==> src/rtl/elb_pkg.sv <==
// Shared constants and types for the ellipse bounds and metrics pipeline.
package elb_pkg;

  // Fixed-point constants, Q16: pi, 2*pi-5, pi-3
  localparam logic [17:0] PI_Q16 = 18'd205887;
  localparam logic [16:0] C1_Q16 = 17'd84095;
  localparam logic [13:0] C2_Q16 = 14'd9279;
  localparam logic [30:0] AXIS_MAX = 31'h7FFF_FFFF;
  localparam logic [15:0] QUARTER_TURN = 16'h4000;

  // Unit geometry
  localparam int unsigned SQRT_IN_W = 64;
  localparam int unsigned SQRT_OUT_W = SQRT_IN_W / 2;
  localparam int unsigned DIV_STEPS = 16;
  localparam int unsigned TRIG_LAT = 4;

  // Normalized ellipse carried down the pipeline
  typedef struct packed {
    logic signed [31:0] cx;
    logic signed [31:0] cy;
    logic [30:0]        a;
    logic [30:0]        b;
    logic [15:0]        az;
    logic               empty;
  } pass_t;

  // Box edges plus what the output stage still needs
  typedef struct packed {
    logic signed [31:0] x_min;
    logic signed [31:0] x_max;
    logic signed [31:0] y_min;
    logic signed [31:0] y_max;
    logic [30:0]        a;
    logic [30:0]        b;
    logic [15:0]        az;
    logic               empty;
  } box_t;

  // One finished result transaction
  typedef struct packed {
    logic signed [31:0] box_x_min;
    logic signed [31:0] box_x_max;
    logic signed [31:0] box_y_min;
    logic signed [31:0] box_y_max;
    logic [47:0]        area;
    logic [33:0]        perimeter;
    logic [30:0]        focus;
    logic [16:0]        ecc;
    logic               empty;
    logic [30:0]        major;
    logic [30:0]        minor;
    logic [15:0]        az;
  } res_t;

endpackage

==> src/rtl/elb_sin.sv <==
// Four-stage polynomial |sin| of a 16-bit binary angle, Q16 result.
module elb_sin (
  input  logic        clk,
  input  logic        en,
  input  logic [15:0] ang,
  output logic [16:0] sin_mag
);
  import elb_pkg::*;

  logic [14:0] r;
  logic [16:0] z;
  logic [33:0] zz;
  logic [16:0] z_1_r, z2_1_r;
  logic [30:0] p2;
  logic [16:0] inner;
  logic [16:0] z_2_r, z2_2_r, inner_2_r;
  logic [33:0] p3;
  logic [17:0] mid;
  logic [16:0] z_3_r;
  logic [17:0] mid_3_r;
  logic [34:0] p4;
  logic [35:0] p4_rnd;
  logic [16:0] sin_r;

  // Quadrant fold: mirror odd quadrants
  assign r  = ang[14] ? (15'd16384 - {1'b0, ang[13:0]}) : {1'b0, ang[13:0]};
  assign z  = {r, 2'b00};
  assign zz = z * z;

  assign p2    = z2_1_r * C2_Q16;
  assign inner = C1_Q16 - {2'b00, p2[30:16]};

  assign p3  = z2_2_r * inner_2_r;
  assign mid = PI_Q16 - p3[33:16];

  assign p4     = z_3_r * mid_3_r;
  assign p4_rnd = {1'b0, p4} + 36'd65536;

  always_ff @(posedge clk) begin
    if (en) begin
      z_1_r     <= z;
      z2_1_r    <= zz[32:16];
      z_2_r     <= z_1_r;
      z2_2_r    <= z2_1_r;
      inner_2_r <= inner;
      z_3_r     <= z_2_r;
      mid_3_r   <= mid;
      sin_r     <= p4_rnd[33:17];
    end
  end

  assign sin_mag = sin_r;

endmodule

==> config.mk <==
export PLATFORM = sky130hd
export DESIGN_NAME = elb_sin
export DESIGN_NICKNAME = d
export VERILOG_FILES = /design/src/rtl/elb_pkg.sv /design/src/rtl/elb_sin.sv
export SDC_FILE = /design/constraint.sdc
export NUM_CORES = 2
export LEC_CHECK = 0
export ABC_AREA = 1
export BUFFER_PORTS_ARGS = -buffer_cell sky130_fd_sc_hd__clkbuf_2
export CAP_MARGIN = 25
export CORE_MARGIN = 1.5
export CORE_UTILIZATION = 61
export CTS_CLUSTER_SIZE = 14
export DETAILED_ROUTE_END_ITERATION = 7
export HOLD_SLACK_MARGIN = 0.03
export PLACE_DENSITY = 0.81
export SYNTH_ARGS = -nofsm -noshare
export SYNTH_HDL_FRONTEND = slang
export SYNTH_SLANG_ARGS = --single-unit
==> constraint.sdc <==
create_clock -name clk -period 9.4 [get_ports clk]
set_input_delay 2.82 -clock clk [delete_from_list [all_inputs] [get_ports clk]]
set_output_delay 2.82 -clock clk [all_outputs]
set_load 0.05 [all_outputs]
==> metrics.cfg <==
[place]
io_buffer_count = 33
place.gp.congestion = 0.960
dp_hpwl_um = 64800

[final_layout]
drive_gt1_share_pct = 3.54
area_growth_pct = 4.42
antennaDiodeCount = 0
nets = 5447
fillers = 4615

[global_routing]
grt_overflow_total = 0
antenna_found_initial = 0
first_global_vias = 28800
grt_max_degree = 78
grt_pass1_wl_um = 136000
grt.total_usage_pct = 28.3

[logic_synthesis]
synth_common_cells = inv_1 (1280), nand2_1 (1109), fa_1 (642), ha_1 (393), nor2_1 (206)
synthCells = 4421
ys_seq_elements = 131
ys_types = 48
ys_seq_area_share_pct = 11.2
yosysTopAreaCellShare_pct = 36.6
synth_area_um2 = 35200
async_flop_share_pct = 0
yosys_warnings = 0
synth.area.top_cells = fa_1 (37%), ha_1 (14%), inv_1 (14%)
yosysTopAreaCell = fa_1
synthFlopType = edfxtp_1
syn_area_per_cell_um2 = 7.95
synth_edf_count = 131
synthMostInstantiatedCell = inv_1

[route]
ant_nets = 0
first_pass_iters = 7
vias = 27200
drcViolationCount = 0
first_iter_violations = 1703
vias_per_cell = 5.26
wl_per_cell_um = 15.3
routed_wl_um = 79100

[timing]
max_freq_mhz = 111
relSlewSlack_pct = 35.7
hold_viol = 0
tightest_slew_ps = 965
setup_viol = 0
finalCritPeriodShare_pct = 95.6
period_needed_ps = 8990
worst_hold_slack_ps = 420
skew_ps = 10.6
maxSlewViolCount = 0

[die]
die_area_um2 = 59100
fp-row-count = 87
core_um2 = 56700
fp.dieW_um = 243
ioPinCount = 35
start_util_pct = 62.0
die_y_um = 243

[clock_tree]
htreeDepth = 4
postCtsSetupBuffers = 0
cts_buffers = 17
cts_tree = done
path_clk_slew_ps = 70
cts_hold_buf = 0
clock_latency_ps = 450
cts.sink_count = 131
clk_path_buf_depth = 2
ctsResizeCount = 0
root_buffer = clkbuf_16

[critical_path]
r2r_end = mid_3_r[16]$_DFFE_PP_
critPathCaptureType = register
r2r-start = z2_2_r[6]$_DFFE_PP_
crit_path_frequent_cell = inv_1
cp_data_required_time_ps = 9590
cpPeakStageDelay_ps = 580
crit_path_max_fanout = 4
r2r_slack_ps = 2560
critPathArrivalTime_ps = 9170
crit_type = in2reg
crit_path_start_kind = input pin
reg2regPathDepth = 27
slowest_stage = fa_1

[worst_hold_path]
min_path_type = reg2reg
min_path_cells = 0
holdPathEnd = z_3_r[14]$_DFFE_PP_
worstHoldStart = z_2_r[14]$_DFFE_PP_

[flow_run]
maxCapViolCount = 0

[outcome]
outcome = complete, no violations

==> metrics by stage <==
| step | cells | setup TNS, ps | setup slack, ps | util [%] | area (um^2) |
|---|---|---|---|---|---|
| after CTS | 5163 | 0 | 389 | 64.7 | 36700 |
| after detailed placement | 5131 | -18.8 | -18.8 | 63.7 | 36100 |
| final | 5163 | 0 | 415 | 64.7 | 36700 |
| after global placement | 5131 | 0 | 142 | 63.7 | 36100 |
| after floorplan | 4429 | 0 | 411 | - | 35200 |
| after global routing | 5163 | -13.3 | -13.3 | 64.7 | 36700 |
==> per-layer routing <==
metal | share of wire, % | global-route usage, % | wire [um]
met5 | 0 | 0 | 0
met1 | 40 | 36.0 | 31800
met4 | 3.0 | 9.28 | 2370
met2 | 50 | 50.0 | 39700
met3 | 6.8 | 3.75 | 5360
==> cells in the final DEF, fill, tap and decap left out, drive strengths merged, types with 2 or more instances in the layout <==
master | netlist | final
inv | 1287 | 1295
nand2 | 1123 | 1123
fa | 642 | 642
ha | 393 | 393
nor2 | 217 | 217
edfxtp | 131 | 131
a21oi | 122 | 122
nand3 | 118 | 118
o21ai | 67 | 67
clkbuf | 115 | 49
xor2 | 41 | 41
buf | 9 | 38
nor3 | 36 | 36
xnor2 | 24 | 24
nand4 | 20 | 20
o21bai | 18 | 18
a21o | 11 | 11
conb | 2 | 10
nand3b | 8 | 8
o21a | 7 | 7
nor4 | 6 | 6
a31oi | 5 | 5
clkinv | 1 | 5
or2 | 4 | 4
a211oi | 3 | 3
o211ai | 3 | 3
and2 | 3 | 3
clkinvlp | 0 | 2
==> kinds of logic (layout without fill, tap and decap cells) <==
logic type	Yosys count	in the layout	share of synthesized area (%)
buffers and inverters	1412	1390	15.1
AO/OA/AOI/OAI	240	240	3.79
adder cells (fa/ha/maj)	1035	1035	50.5
XOR/XNOR	65	65	1.67
AND/OR/NAND/NOR	1536	1536	17.7
flip-flops	131	131	11.2
other	2	10	0.0214
==> worst max path at each step <==
stage                       from                    to  cells after the start
after detailed placement  ang[1]  z2_1_r[12]$_DFFE_PP_                     33
after global placement    ang[1]  z2_1_r[14]$_DFFE_PP_                     33
after floorplan           ang[0]  z2_1_r[12]$_DFFE_PP_                     30
after global routing      ang[1]  z2_1_r[12]$_DFFE_PP_                     33
after CTS                 ang[1]  z2_1_r[12]$_DFFE_PP_                     33
final                     ang[1]  z2_1_r[14]$_DFFE_PP_                     33
==> registers in the layout (all words and copies together) (netlist names) <==
register	cells
inner_2_r	17
mid_3_r	18
sin_mag	17
z2_1_r	17
z2_2_r	17
z_1_r	15
z_2_r	15
z_3_r	15
==> cell type report <==
| cell class | instances | area [um^2] | share of cell area [%] |
|---|---|---|---|
| Timing Repair Buffer | 70 | 449 | 1.22 |
| Clock inverter | 15 | 165 | 0.450 |
| Tap cell | 756 | 946 | 2.58 |
| Inverter | 1288 | 4830 | 13.2 |
| Clock buffer | 17 | 425 | 1.16 |
| Multi-Input combinational cell | 2886 | 26000 | 70.7 |
| Sequential cell | 131 | 3930 | 10.7 |
==> worst max-delay path, delay by kind of cell <==
kind / cells / cell delay [ps]
AO/OA/AOI/OAI: 2 / 340
XOR/XNOR: 1 / 160
adder cells (fa/ha/maj): 8 / 3550
buffers and inverters: 9 / 720
AND/OR/NAND/NOR: 13 / 1570
Power is not shown: default switching activity piles up to over one toggle a cycle in this logic, so the estimate is an artifact.
