### src/rtl/elb_pkg.sv
// Shared constants and types for the ellipse bounds and metrics pipeline.
package elb_pkg;

  // Fixed-point constants, Q16: pi, 2*pi-5, pi-3
  localparam logic [17:0] PI_Q16 = 18'd205887;
  localparam logic [16:0] C1_Q16 = 17'd84095;
  localparam logic [13:0] C2_Q16 = 14'd9279;
  localparam logic [30:0] AXIS_MAX = 31'h7FFF_FFFF;
  localparam logic [15:0] QUARTER_TURN = 16'h4000;

  // Unit geometry
  localparam int unsigned SQRT_IN_W = 64;
  localparam int unsigned SQRT_OUT_W = SQRT_IN_W / 2;
  localparam int unsigned DIV_STEPS = 16;
  localparam int unsigned TRIG_LAT = 4;

  // Normalized ellipse carried down the pipeline
  typedef struct packed {
    logic signed [31:0] cx;
    logic signed [31:0] cy;
    logic [30:0]        a;
    logic [30:0]        b;
    logic [15:0]        az;
    logic               empty;
  } pass_t;

  // Box edges plus what the output stage still needs
  typedef struct packed {
    logic signed [31:0] x_min;
    logic signed [31:0] x_max;
    logic signed [31:0] y_min;
    logic signed [31:0] y_max;
    logic [30:0]        a;
    logic [30:0]        b;
    logic [15:0]        az;
    logic               empty;
  } box_t;

  // One finished result transaction
  typedef struct packed {
    logic signed [31:0] box_x_min;
    logic signed [31:0] box_x_max;
    logic signed [31:0] box_y_min;
    logic signed [31:0] box_y_max;
    logic [47:0]        area;
    logic [33:0]        perimeter;
    logic [30:0]        focus;
    logic [16:0]        ecc;
    logic               empty;
    logic [30:0]        major;
    logic [30:0]        minor;
    logic [15:0]        az;
  } res_t;

endpackage

### src/rtl/elb_isqrt.sv
// Pipelined integer square root, one result bit per stage.
module elb_isqrt (
  input  logic                            clk,
  input  logic                            en,
  input  logic [elb_pkg::SQRT_IN_W-1:0]   radicand,
  output logic [elb_pkg::SQRT_OUT_W-1:0]  root
);
  import elb_pkg::*;

  localparam int unsigned N  = SQRT_OUT_W;
  localparam int unsigned RW = SQRT_OUT_W + 2;

  logic [RW-1:0]        rem_r [N];
  logic [SQRT_IN_W-1:0] val_r [N];
  logic [N-1:0]         q_r   [N];

  for (genvar g = 0; g < N; g++) begin : g_stage
    logic [RW-1:0]        rem_i;
    logic [SQRT_IN_W-1:0] val_i;
    logic [N-1:0]         q_i;
    logic [RW+1:0]        rem_sh, trial, diff;
    logic                 ge;

    if (g == 0) begin : g_first
      assign rem_i = '0;
      assign val_i = radicand;
      assign q_i   = '0;
    end else begin : g_next
      assign rem_i = rem_r[g-1];
      assign val_i = val_r[g-1];
      assign q_i   = q_r[g-1];
    end

    // Bring down two bits, try 4q+1
    assign rem_sh = {rem_i, val_i[SQRT_IN_W-1 -: 2]};
    assign trial  = {2'b00, q_i, 2'b01};
    assign ge     = (rem_sh >= trial);
    assign diff   = rem_sh - trial;

    always_ff @(posedge clk) begin
      if (en) begin
        q_r[g]   <= {q_i[N-2:0], ge};
        rem_r[g] <= ge ? diff[RW-1:0] : rem_sh[RW-1:0];
        val_r[g] <= {val_i[SQRT_IN_W-3:0], 2'b00};
      end
    end
  end

  assign root = q_r[N-1];

endmodule

### config.mk
export PLATFORM = sky130hd
export DESIGN_NAME = elb_isqrt
export DESIGN_NICKNAME = d
export VERILOG_FILES = /design/src/rtl/elb_pkg.sv /design/src/rtl/elb_isqrt.sv
export SDC_FILE = /design/constraint.sdc
export NUM_CORES = 2
export LEC_CHECK = 0
export ABC_CLOCK_PERIOD_IN_PS = 4300
export BUFFER_PORTS_ARGS = -buffer_cell sky130_fd_sc_hd__buf_2
export CAP_MARGIN = 40
export CORE_ASPECT_RATIO = 0.5
export CORE_UTILIZATION = 60
export CTS_CLUSTER_SIZE = 10
export DETAILED_ROUTE_END_ITERATION = 10
export PLACE_DENSITY_LB_ADDON = 0.15
export SLEW_MARGIN = 20
export SYNTH_ARGS = -nofsm -noshare
export SYNTH_HDL_FRONTEND = slang
export SYNTH_MEMORY_MAX_BITS = 65536
export SYNTH_SLANG_ARGS = --single-unit
### constraint.sdc
create_clock -name clk -period 4.3 [get_ports clk]
set_input_delay 1.075 -clock clk [delete_from_list [all_inputs] [get_ports clk]]
set_output_delay 1.075 -clock clk [all_outputs]
set_load 0.05 [all_outputs]
==> results.txt <==
Most used DFF post-synth = edfxtp_1
post-route antenna net violation count = 0
Slew Limit Fails = 0
DR WL/cell = 18.9 um
Hold Crit Class = register to register
VDD IR max = 0.000405 V
initial antenna violation count = 0
vias in the first global route = 68.7k
first-pass GRT wire length = 366 mm
hold buffers post-CTS = 0
Required @ worst endpoint = 4.84 ns
clk sinks = 2523
Synth cell types = 98
Post-synth EDFFs = 2523
Hold Crit Depth = 0
slowest CP cell = a2111oi_0
nets = 10.2k
CP Class = register to register
top-count cell post-synth = edfxtp_1
number of CTS-inserted buffers = 294
hold_sp = val_r[11][48]
HPWL reported at the end of detailed placement = 166 mm
Final Hold Fails = 0
CP Launch Type = register
cell row count = 114
crit share post-route = 86.3%
Comb pwr share = 20.5%
core area = 194000 um2
FF-to-FF End = rem_r[26][5]
clock buffer depth = 4
Leak Pwr = 50.0 nW
Die Span Y = 316 um
Worst-path clk slew = 0.05 ns
Yosys top cell area share = 64.2%
# IOs = 98
Filler Cell Count = 14.0k
ANT cells = 0
cell breakdown of the critical path = ha_1 -> a2111oi_0 -> a21oi_1 -> o21bai_1 -> a21oi_1 -> a211o_1 -> nor3b_2 -> buf_4 -> mux2_2
max_slew headroom = 43.1%
leading area contributor after synthesis = edfxtp_1
critical path peak fanout = 23
Clock Skews = 0.0521 ns
FFs w/ async S/R, synth = 0%
P&R area growth vs syn = 10.6%
Worst-Margin Slew = 0.854 ns
worst skew pair latency = 0.83 ns
WP data arrival = 4.25 ns
switching power = 19.3 mW
Via density = 5.79
GRT Overall Usage = 23.1%
drt pass-1 iters = 6
TritonCTS clock tree = yes
syn_nets = 9798
final WL = 230 mm
initial DRC count = 5556
Post-CTS Setup Bufs = 0
multi-input logic area = 38900 um2
Max-Cap Viols = 0
setup_tns = 0 ns
fmax = 269 MHz
min cycle time layout = 3.71 ns
share of layout cells above drive strength 1 = 7.58%
initial core utilization = 60.8%
Yosys warning total = 0
synthesized area = 118000 um2
Sw Share = 28.1%
top post-synthesis cells by count = 2523 x edfxtp_1, 724 x inv_1, 649 x nand2_1
RSZ-0062 raised after global routing = no
Clk pwr share = 31.1%
Reg power frac = 48.3%
worst r2r src = rem_r[25][5]
Pwr Total = 68.5 mW
Worst Hold End = val_r[12][50]
count of final setup violators = 0
Worst R2R Path Depth = 9
largest net degree at the start of global routing = 115
post-synthesis sequential area ratio = 64.2%
grt ovf = 0
die footprint = 199000 um2
Syn Inst Count = 9170
PD cells = 525 nW/um2
register area = 75800 um2
CP Capture Type = register
most used cell along the critical path = a21oi_1
status = finished clean
H-tree depth = 5
# port buffers = 97
routability cong. = 0.919
Die Wd = 629 um
Root Driver = clkbuf_16
# resized after CTS = 0
Avg Cell Area, Syn = 12.9 um2
via count = 70.4k
DRC = 0
total internal power = 49.3 mW
flops & latches, synth = 2523
Largest stage delay, worst path = 0.58 ns
R2R Setup Slk = 0.59 ns
leading post-synthesis cells by cell area = edfxtp_1 64%, ha_1 6.0%, xnor2_1 3.3%
worst max-delay path: cells and delay by family (launching register included):
family | cells | cell delay, ns
fa+ha+maj | 1 | 0.36
mux | 1 | 0.38
compound gates | 5 | 1.70
buf+inv | 1 | 0.37
flops | 1 | 0.39
simple gates | 1 | 0.24
cell families (layout without fill, tap and decap cells):
kind of cell               Yosys count  in the layout  share of synthesized area, %
DFF                               2523           2523                          64.2
and+or+nand+nor                   2398           2398                          10.1
xor gates and xnor gates           836            836                          6.20
muxes                               89             89                         0.833
buffers and inverters              906           1292                          2.91
other                                1              1                       0.00318
AOI/OAI and AO/OA                 1855           1855                          9.79
adders and majority gates          562            562                          5.96
sequential cells by signal, summed over array words and instances, names as in the netlist:
register / flops
q_r: 528
rem_r: 1003
val_r: 992
cell type report:
type	instances	share of cell area, %
timing repair buffer	238	1.56
tap	2610	2.50
clock inverter	19	0.223
inverter	733	2.11
clock buffer	302	5.74
multi-input combinational	5741	29.8
sequential	2523	58.0
per-layer routing:
| metal | part of all wire [%] | up-vias | global-route usage (%) |
|---|---|---|---|
| li1 | - | 34552 | - |
| met1 | 45 | 33888 | 31.2 |
| met2 | 48 | 1533 | 39.2 |
| met3 | 4.5 | 444 | 3.29 |
| met4 | 3.0 | 0 | 7.38 |
| met5 | 0 | - | 0 |
through the flow:
| step | util, % | setup slack (ns) | instance area (um2) | hold WS (ns) | cells |
|---|---|---|---|---|---|
| after floorplan | - | 0.960 | 118000 | 0.400 | 9170 |
| after detailed placement | 63.2 | 0.428 | 123000 | 0.405 | 11843 |
| after global routing | 67.2 | 0.306 | 131000 | 0.346 | 12166 |
| final | 67.2 | 0.588 | 131000 | 0.391 | 12166 |
| after global placement | 63.2 | 0.586 | 123000 | 0.400 | 11841 |
| after CTS | 67.2 | 0.419 | 131000 | 0.325 | 12164 |
power groups by stage:
stage	combinational, mW	clock (mW)	sequential (mW)
floorplan	10.4	0	32.7
global placement	13.7	0	33.6
detailed placement	13.9	0	33.6
CTS	14.0	21.9	33.1
global route	15.7	22.8	33.4
finish	14.1	21.3	33.1
layout by cell type (no fill, tap or decap), types with 40 or more instances in the layout:
master / netlist / routed
a211oi_1: 48 / 47
buf_12: 0 / 40
mux2_2: 60 / 60
buf_2: 6 / 97
xor2_1: 397 / 397
o21a_1: 112 / 112
a21o_1: 235 / 235
inv_1: 724 / 724
o21bai_1: 41 / 41
nor2_1: 535 / 534
or4_1: 61 / 61
o31ai_1: 65 / 65
or2_2: 42 / 42
a31oi_1: 59 / 56
nor3_1: 240 / 239
a21oi_1: 518 / 517
nand2_1: 649 / 649
or3_1: 106 / 106
nand4_1: 106 / 106
nor2b_1: 70 / 69
nand3_1: 163 / 163
xnor2_1: 439 / 439
nor4_1: 99 / 99
clkbuf_16: 0 / 299
ha_1: 562 / 562
o21ai_0: 496 / 496
buf_4: 4 / 99
and3_1: 56 / 56
nand2b_1: 107 / 107
edfxtp_1: 2523 / 2523
worst max path at each step:
| stage | startpoint | endpoint | depth (start not counted) |
|---|---|---|---|
| 3_3_place_gp | rem_r[27][0] | rem_r[28][7] | 10 |
| 3_5_place_dp | rem_r[27][0] | rem_r[28][10] | 10 |
| 2_1_floorplan | rem_r[25][7] | rem_r[26][23] | 12 |
| 4_1_cts | rem_r[27][0] | rem_r[28][7] | 10 |
| 5_1_grt | rem_r[25][5] | rem_r[26][15] | 9 |
| 6_report | rem_r[25][5] | rem_r[26][5] | 9 |
Note: power is estimated with default switching activity, not from simulation.
