--- config.mk ---
export PLATFORM = sky130hd
export DESIGN_NAME = elb_div
export DESIGN_NICKNAME = d
export VERILOG_FILES = /design/src/rtl/elb_pkg.sv /design/src/rtl/elb_div.sv
export SDC_FILE = /design/constraint.sdc
export NUM_CORES = 2
export LEC_CHECK = 0
export BUFFER_PORTS_ARGS = -buffer_cell sky130_fd_sc_hd__buf_2
export CELL_PAD_IN_SITES_DETAIL_PLACEMENT = 1
export CELL_PAD_IN_SITES_GLOBAL_PLACEMENT = 2
export CORE_ASPECT_RATIO = 0.75
export CORE_UTILIZATION = 42
export CTS_CLUSTER_DIAMETER = 60
export DETAILED_ROUTE_END_ITERATION = 8
export PLACE_DENSITY_LB_ADDON = 0.1
export SLEW_MARGIN = 40
export SYNTH_ARGS = -nofsm -noshare
export SYNTH_HDL_FRONTEND = slang
export SYNTH_SLANG_ARGS = --single-unit
--- constraint.sdc ---
create_clock -name clk -period 4.2 [get_ports clk]
set_input_delay 0.42 -clock clk [delete_from_list [all_inputs] [get_ports clk]]
set_output_delay 0.42 -clock clk [all_outputs]
set_load 0.005 [all_outputs]
--- src/rtl/elb_pkg.sv ---
// Shared constants and types for the ellipse bounds and metrics pipeline.
package elb_pkg;

  // Fixed-point constants, Q16: pi, 2*pi-5, pi-3
  localparam logic [17:0] PI_Q16 = 18'd205887;
  localparam logic [16:0] C1_Q16 = 17'd84095;
  localparam logic [13:0] C2_Q16 = 14'd9279;
  localparam logic [30:0] AXIS_MAX = 31'h7FFF_FFFF;
  localparam logic [15:0] QUARTER_TURN = 16'h4000;

  // Unit geometry
  localparam int unsigned SQRT_IN_W = 64;
  localparam int unsigned SQRT_OUT_W = SQRT_IN_W / 2;
  localparam int unsigned DIV_STEPS = 16;
  localparam int unsigned TRIG_LAT = 4;

  // Normalized ellipse carried down the pipeline
  typedef struct packed {
    logic signed [31:0] cx;
    logic signed [31:0] cy;
    logic [30:0]        a;
    logic [30:0]        b;
    logic [15:0]        az;
    logic               empty;
  } pass_t;

  // Box edges plus what the output stage still needs
  typedef struct packed {
    logic signed [31:0] x_min;
    logic signed [31:0] x_max;
    logic signed [31:0] y_min;
    logic signed [31:0] y_max;
    logic [30:0]        a;
    logic [30:0]        b;
    logic [15:0]        az;
    logic               empty;
  } box_t;

  // One finished result transaction
  typedef struct packed {
    logic signed [31:0] box_x_min;
    logic signed [31:0] box_x_max;
    logic signed [31:0] box_y_min;
    logic signed [31:0] box_y_max;
    logic [47:0]        area;
    logic [33:0]        perimeter;
    logic [30:0]        focus;
    logic [16:0]        ecc;
    logic               empty;
    logic [30:0]        major;
    logic [30:0]        minor;
    logic [15:0]        az;
  } res_t;

endpackage

--- src/rtl/elb_div.sv ---
// Pipelined restoring divider for a fraction num/den below one, one bit per stage.
module elb_div (
  input  logic                          clk,
  input  logic                          en,
  input  logic [30:0]                   num,
  input  logic [30:0]                   den,
  output logic [elb_pkg::DIV_STEPS-1:0] quo
);
  import elb_pkg::*;

  localparam int unsigned N = DIV_STEPS;

  logic [30:0]  rem_r [N];
  logic [30:0]  den_r [N];
  logic [N-1:0] q_r   [N];

  for (genvar g = 0; g < N; g++) begin : g_stage
    logic [30:0]  rem_i, den_i;
    logic [N-1:0] q_i;
    logic [31:0]  rem_sh, diff;
    logic         ge;

    if (g == 0) begin : g_first
      assign rem_i = num;
      assign den_i = den;
      assign q_i   = '0;
    end else begin : g_next
      assign rem_i = rem_r[g-1];
      assign den_i = den_r[g-1];
      assign q_i   = q_r[g-1];
    end

    assign rem_sh = {rem_i, 1'b0};
    assign ge     = (rem_sh >= {1'b0, den_i});
    assign diff   = rem_sh - {1'b0, den_i};

    always_ff @(posedge clk) begin
      if (en) begin
        q_r[g]   <= {q_i[N-2:0], ge};
        rem_r[g] <= ge ? diff[30:0] : rem_sh[30:0];
        den_r[g] <= den_i;
      end
    end
  end

  assign quo = q_r[N-1];

endmodule

==> results by group <==
Run status
  • Status: complete, no violations

GRT
  • Initial antenna violation count: 1
  • Vias in the first global route: around 43k
  • Overflow after GRT: 0
  • Global-route wire length before repair: around 260,000 um
  • Largest net degree at the start of global routing: 142
  • Total Routing Usage GR: 0.2249

Flow run
  • MaxCap Viol Count: 0

Placed design
  • Placed cells: 7,629
  • HPWL Detailed: between 100,000 and 150,000 um
  • PortBufs: 79
  • Pre-CTS setup slack: roughly 0.12 ns
  • RD Place Congestion: approximately 0.89

Timing
  • Crit path time final: just over 4 ns
  • Final hold vios: 0
  • Slew Limit Fails: 0
  • Hold Slack: 0.1877 ns
  • Setup TNS Final: 0 ns
  • Final setup margin: 0.1716 ns
  • Unrepaired setup endpoints after global routing: false
  • Skew final: between 0.04 and 0.05 ns
  • Setup violations, final: 0
  • Final Cycle Share: 0.9591
  • Relative slew margins: 0.3598
  • Max Freq: roughly 250 MHz
  • Actual slew at the worst max-slew pin: 0.9522 ns

Floorplan
  • Ports: 80
  • Initial Utilization: 0.4264
  • Core area: roughly 0.15 sq mm
  • Row cnt: between 100 and 150
  • Die X: approximately 450 um
  • DIE AREA: around 0.15 sq mm
  • Die Height: about 340 um

Setup path
  • WP data required: between 4 and 5 ns
  • R2R Setup Slk: between 0.15 and 0.2 ns
  • R2r endpoint: rem_r[0][218]
  • Element type at the critical path start: register
  • Worst Setup SP: rem_r[0][186]
  • Arrival time worst endpoint: about 4.5 ns
  • Setup Crit Path Kind: register to register
  • Endpoint type of the worst setup path: register
  • CP max FO: 14
  • CP endpoint: rem_r[0][218]
  • Worst r2r src: rem_r[0][186]
  • R2r worst-path depth: 11

Routing
  • 1st-iter DRT viols: around 3.4k
  • WL final: 168,900 um
  • Post-route DRC violation count: 0
  • Detailed Routing Iterations Pass 1: 7
  • Post-route ant nets: 0
  • DR vias/cell: between 5 and 6
  • Wirelength per Cell: between 20 and 25 um
  • Via count: approximately 43k

Cells and area
  • Layout Utilization: 0.4854
  • Area grow syn2layout: 13.85%
  • Final cell count without fillers: roughly 7.9k
  • FF/Latch Area: 0.03201 sq mm
  • Layout cells sized above 1: 0.1103
  • Multi-input logic area: approximately 0.028 sq mm
  • Fillers: around 16k
  • Layout Nets: ~6.4k

Min path
  • Min-Delay Path Class: input pin to register

Synthesis
  • Synthesis warning total: 0
  • Cell variety after synth: 90
  • Ys async rst share: 0
  • Gate Count Post-Synth: 5,577
  • Synth top area cells: edfxtp_1, ha_1, a21o_1, inv_1, a21oi_1
  • Mapped cell area: a little over 0.06 sq mm
  • Post-synth EDFFs: ~1.1k
  • Synthesized flop and latch total: 1,066
  • Post-synth top area share: 0.5139
  • Register area share after synthesis: 0.5139
  • Syn_nets: between 6k and 7k
  • Avg Cell Area, Syn: about 11 sq um
  • Area leader, netlist: edfxtp_1
  • Dominant synthesized flop cell: edfxtp_1

Clock tree
  • Total CTS buffers: about 120
  • Clock buffer depth: 3
  • Clk_lat worst skew: 0.77 ns
  • Root buf cell: clkbuf_16
  • CTS tree: built
  • H-tree depth: 3
  • Clock transition at the registers of the reported paths: 0.06 ns
  • Clock Sinks: 1,066
  • Postcts setup bufs: 0

Power and ir drop
  • Reg power frac: 0.323
  • VDD IR max: 0.4361 mV
  • Cell internal pwr: 34.37 mW
  • Power Density: 787.1 mW/mm^2
  • Cell leakage power: a little under 30 nW
  • Clock power share: 0.205
  • Switch Pwr: about 21 mW
  • Switching Share: 0.3842
  • Combinational share of power: 0.471
==> worst max-delay path, cell delays in order (launching register included) <==
cell      delay [ns]
edfxtp_1        0.43
fa_1            0.50
a211oi_1        0.42
o211ai_1        0.27
a41oi_2         0.36
nor4_1          0.12
or3_1           0.42
a21oi_1         0.21
o21ai_0         0.17
a41oi_4         0.31
buf_12          0.19
mux2_2          0.34
==> repair_timing <==
action,CTS,global route
setup endpoints to repair,0,66
resized for setup,0,5
hold buffers,61,0
endpoints found under the hold margin,61,0
==> layer usage <==
metal / global-route usage / part of all wire / vias up
met5: 0 / 0 / -
met4: 0.03707 / 0.013 / 0
met3: 0.03917 / 0.053 / 141
met2: 0.2863 / 0.37 / 780
met1: 0.3844 / 0.57 / 21360
li1: - / - / 21030
==> power by group through the flow <==
stage	logic (mW)	clock network, mW	registers [mW]
2_1_floorplan	19.0	0	17.1
3_3_place_gp	25.3	0	18.3
3_5_place_dp	25.8	0	18.2
4_1_cts	26.2	11.8	18.1
5_1_grt	29.1	12.1	18.3
6_report	26.3	11.5	18.0
==> worst min-delay path by stage <==
stage	to	startpoint	cells past startpoint	slack (ns)
after floorplan	q_r[0][17]	q_r[0][0]	0	0.40
after global placement	q_r[7][21]	q_r[7][4]	0	0.40
after detailed placement	q_r[7][5]	q_r[6][20]	0	0.41
after CTS	q_r[6][20]	en	1	0.13
after global routing	den_r[1][70]	en	1	0.17
final	q_r[6][20]	en	1	0.19
==> stage by stage <==
stage          power (mW)  area [sq um]
3_5_place_dp        44.03         65930
3_3_place_gp        43.51         65910
6_report            55.82         70910
5_1_grt             59.53         70910
4_1_cts             56.00         70850
2_1_floorplan       36.02         62290
==> synthesized netlist by cell type, drive strengths merged (11+ instances only) <==
cell type and count:
o21ai 378, nor2 297, nand2b 48, nor2b 45
a2111oi 17, o211ai 20, and3 44, buf 48
ha 495, nand3 80, a21boi 16, and2 24
a21o 296, xnor2 230, fa 15, edfxtp 1066
o21a 53, o21bai 64, clkbuf 68, o31ai 41
a211oi 41, nor3 54, or2 11, inv 594
a211o 18, nand2 393, nor4 16, or3 16
nand4 72, a31oi 50, mux2 200, a21oi 440
xor2 176
==> cells by family (layout without fill, tap and decap cells) <==
group	count (synthesis)	after routing	synth area share
muxes	206	206	0.03760
adders and majority gates	510	510	0.1043
buffers and inverters	710	1082	0.04435
AOI/OAI and AO/OA	1545	1545	0.1579
xor gates and xnor gates	406	406	0.05709
DFF	1066	1066	0.5139
and+or+nand+nor	1134	1134	0.08495
other	0	1	0
==> cells in the final DEF (no fill, tap or decap), types with 45 or more instances in the layout <==
cell type and n:
nand4_1 72, nor2b_1 45, buf_4 98, ha_1 495, o21ai_0 361, xnor2_1 230
nor3_1 54, o21a_1 53, nand3_1 80, edfxtp_1 1066, o21bai_1 64, inv_1 591
nand2b_1 48, buf_2 78, a31oi_1 45, nor2_1 297, clkbuf_16 121, nand2_1 393
a21oi_1 434, mux2_2 190, a21o_1 296, xor2_1 176, dlygate4sd3_1 61
==> registers in the layout, summed over array words and instances (netlist names) <==
name   count
den_r    465
rem_r    465
q_r      136
==> final cells by class <==
cell class	instances	share of cell area
flip-flops and latches	1066	0.4514
multi-input cells	3801	0.3900
clock buffers	137	0.04354
well taps	1968	0.03472
repair buffers	262	0.03158
inverters	594	0.03144
clock inverters	89	0.01724
diodes	1	0.00003529
No activity file was read; power rests on OpenSTA's default activity.
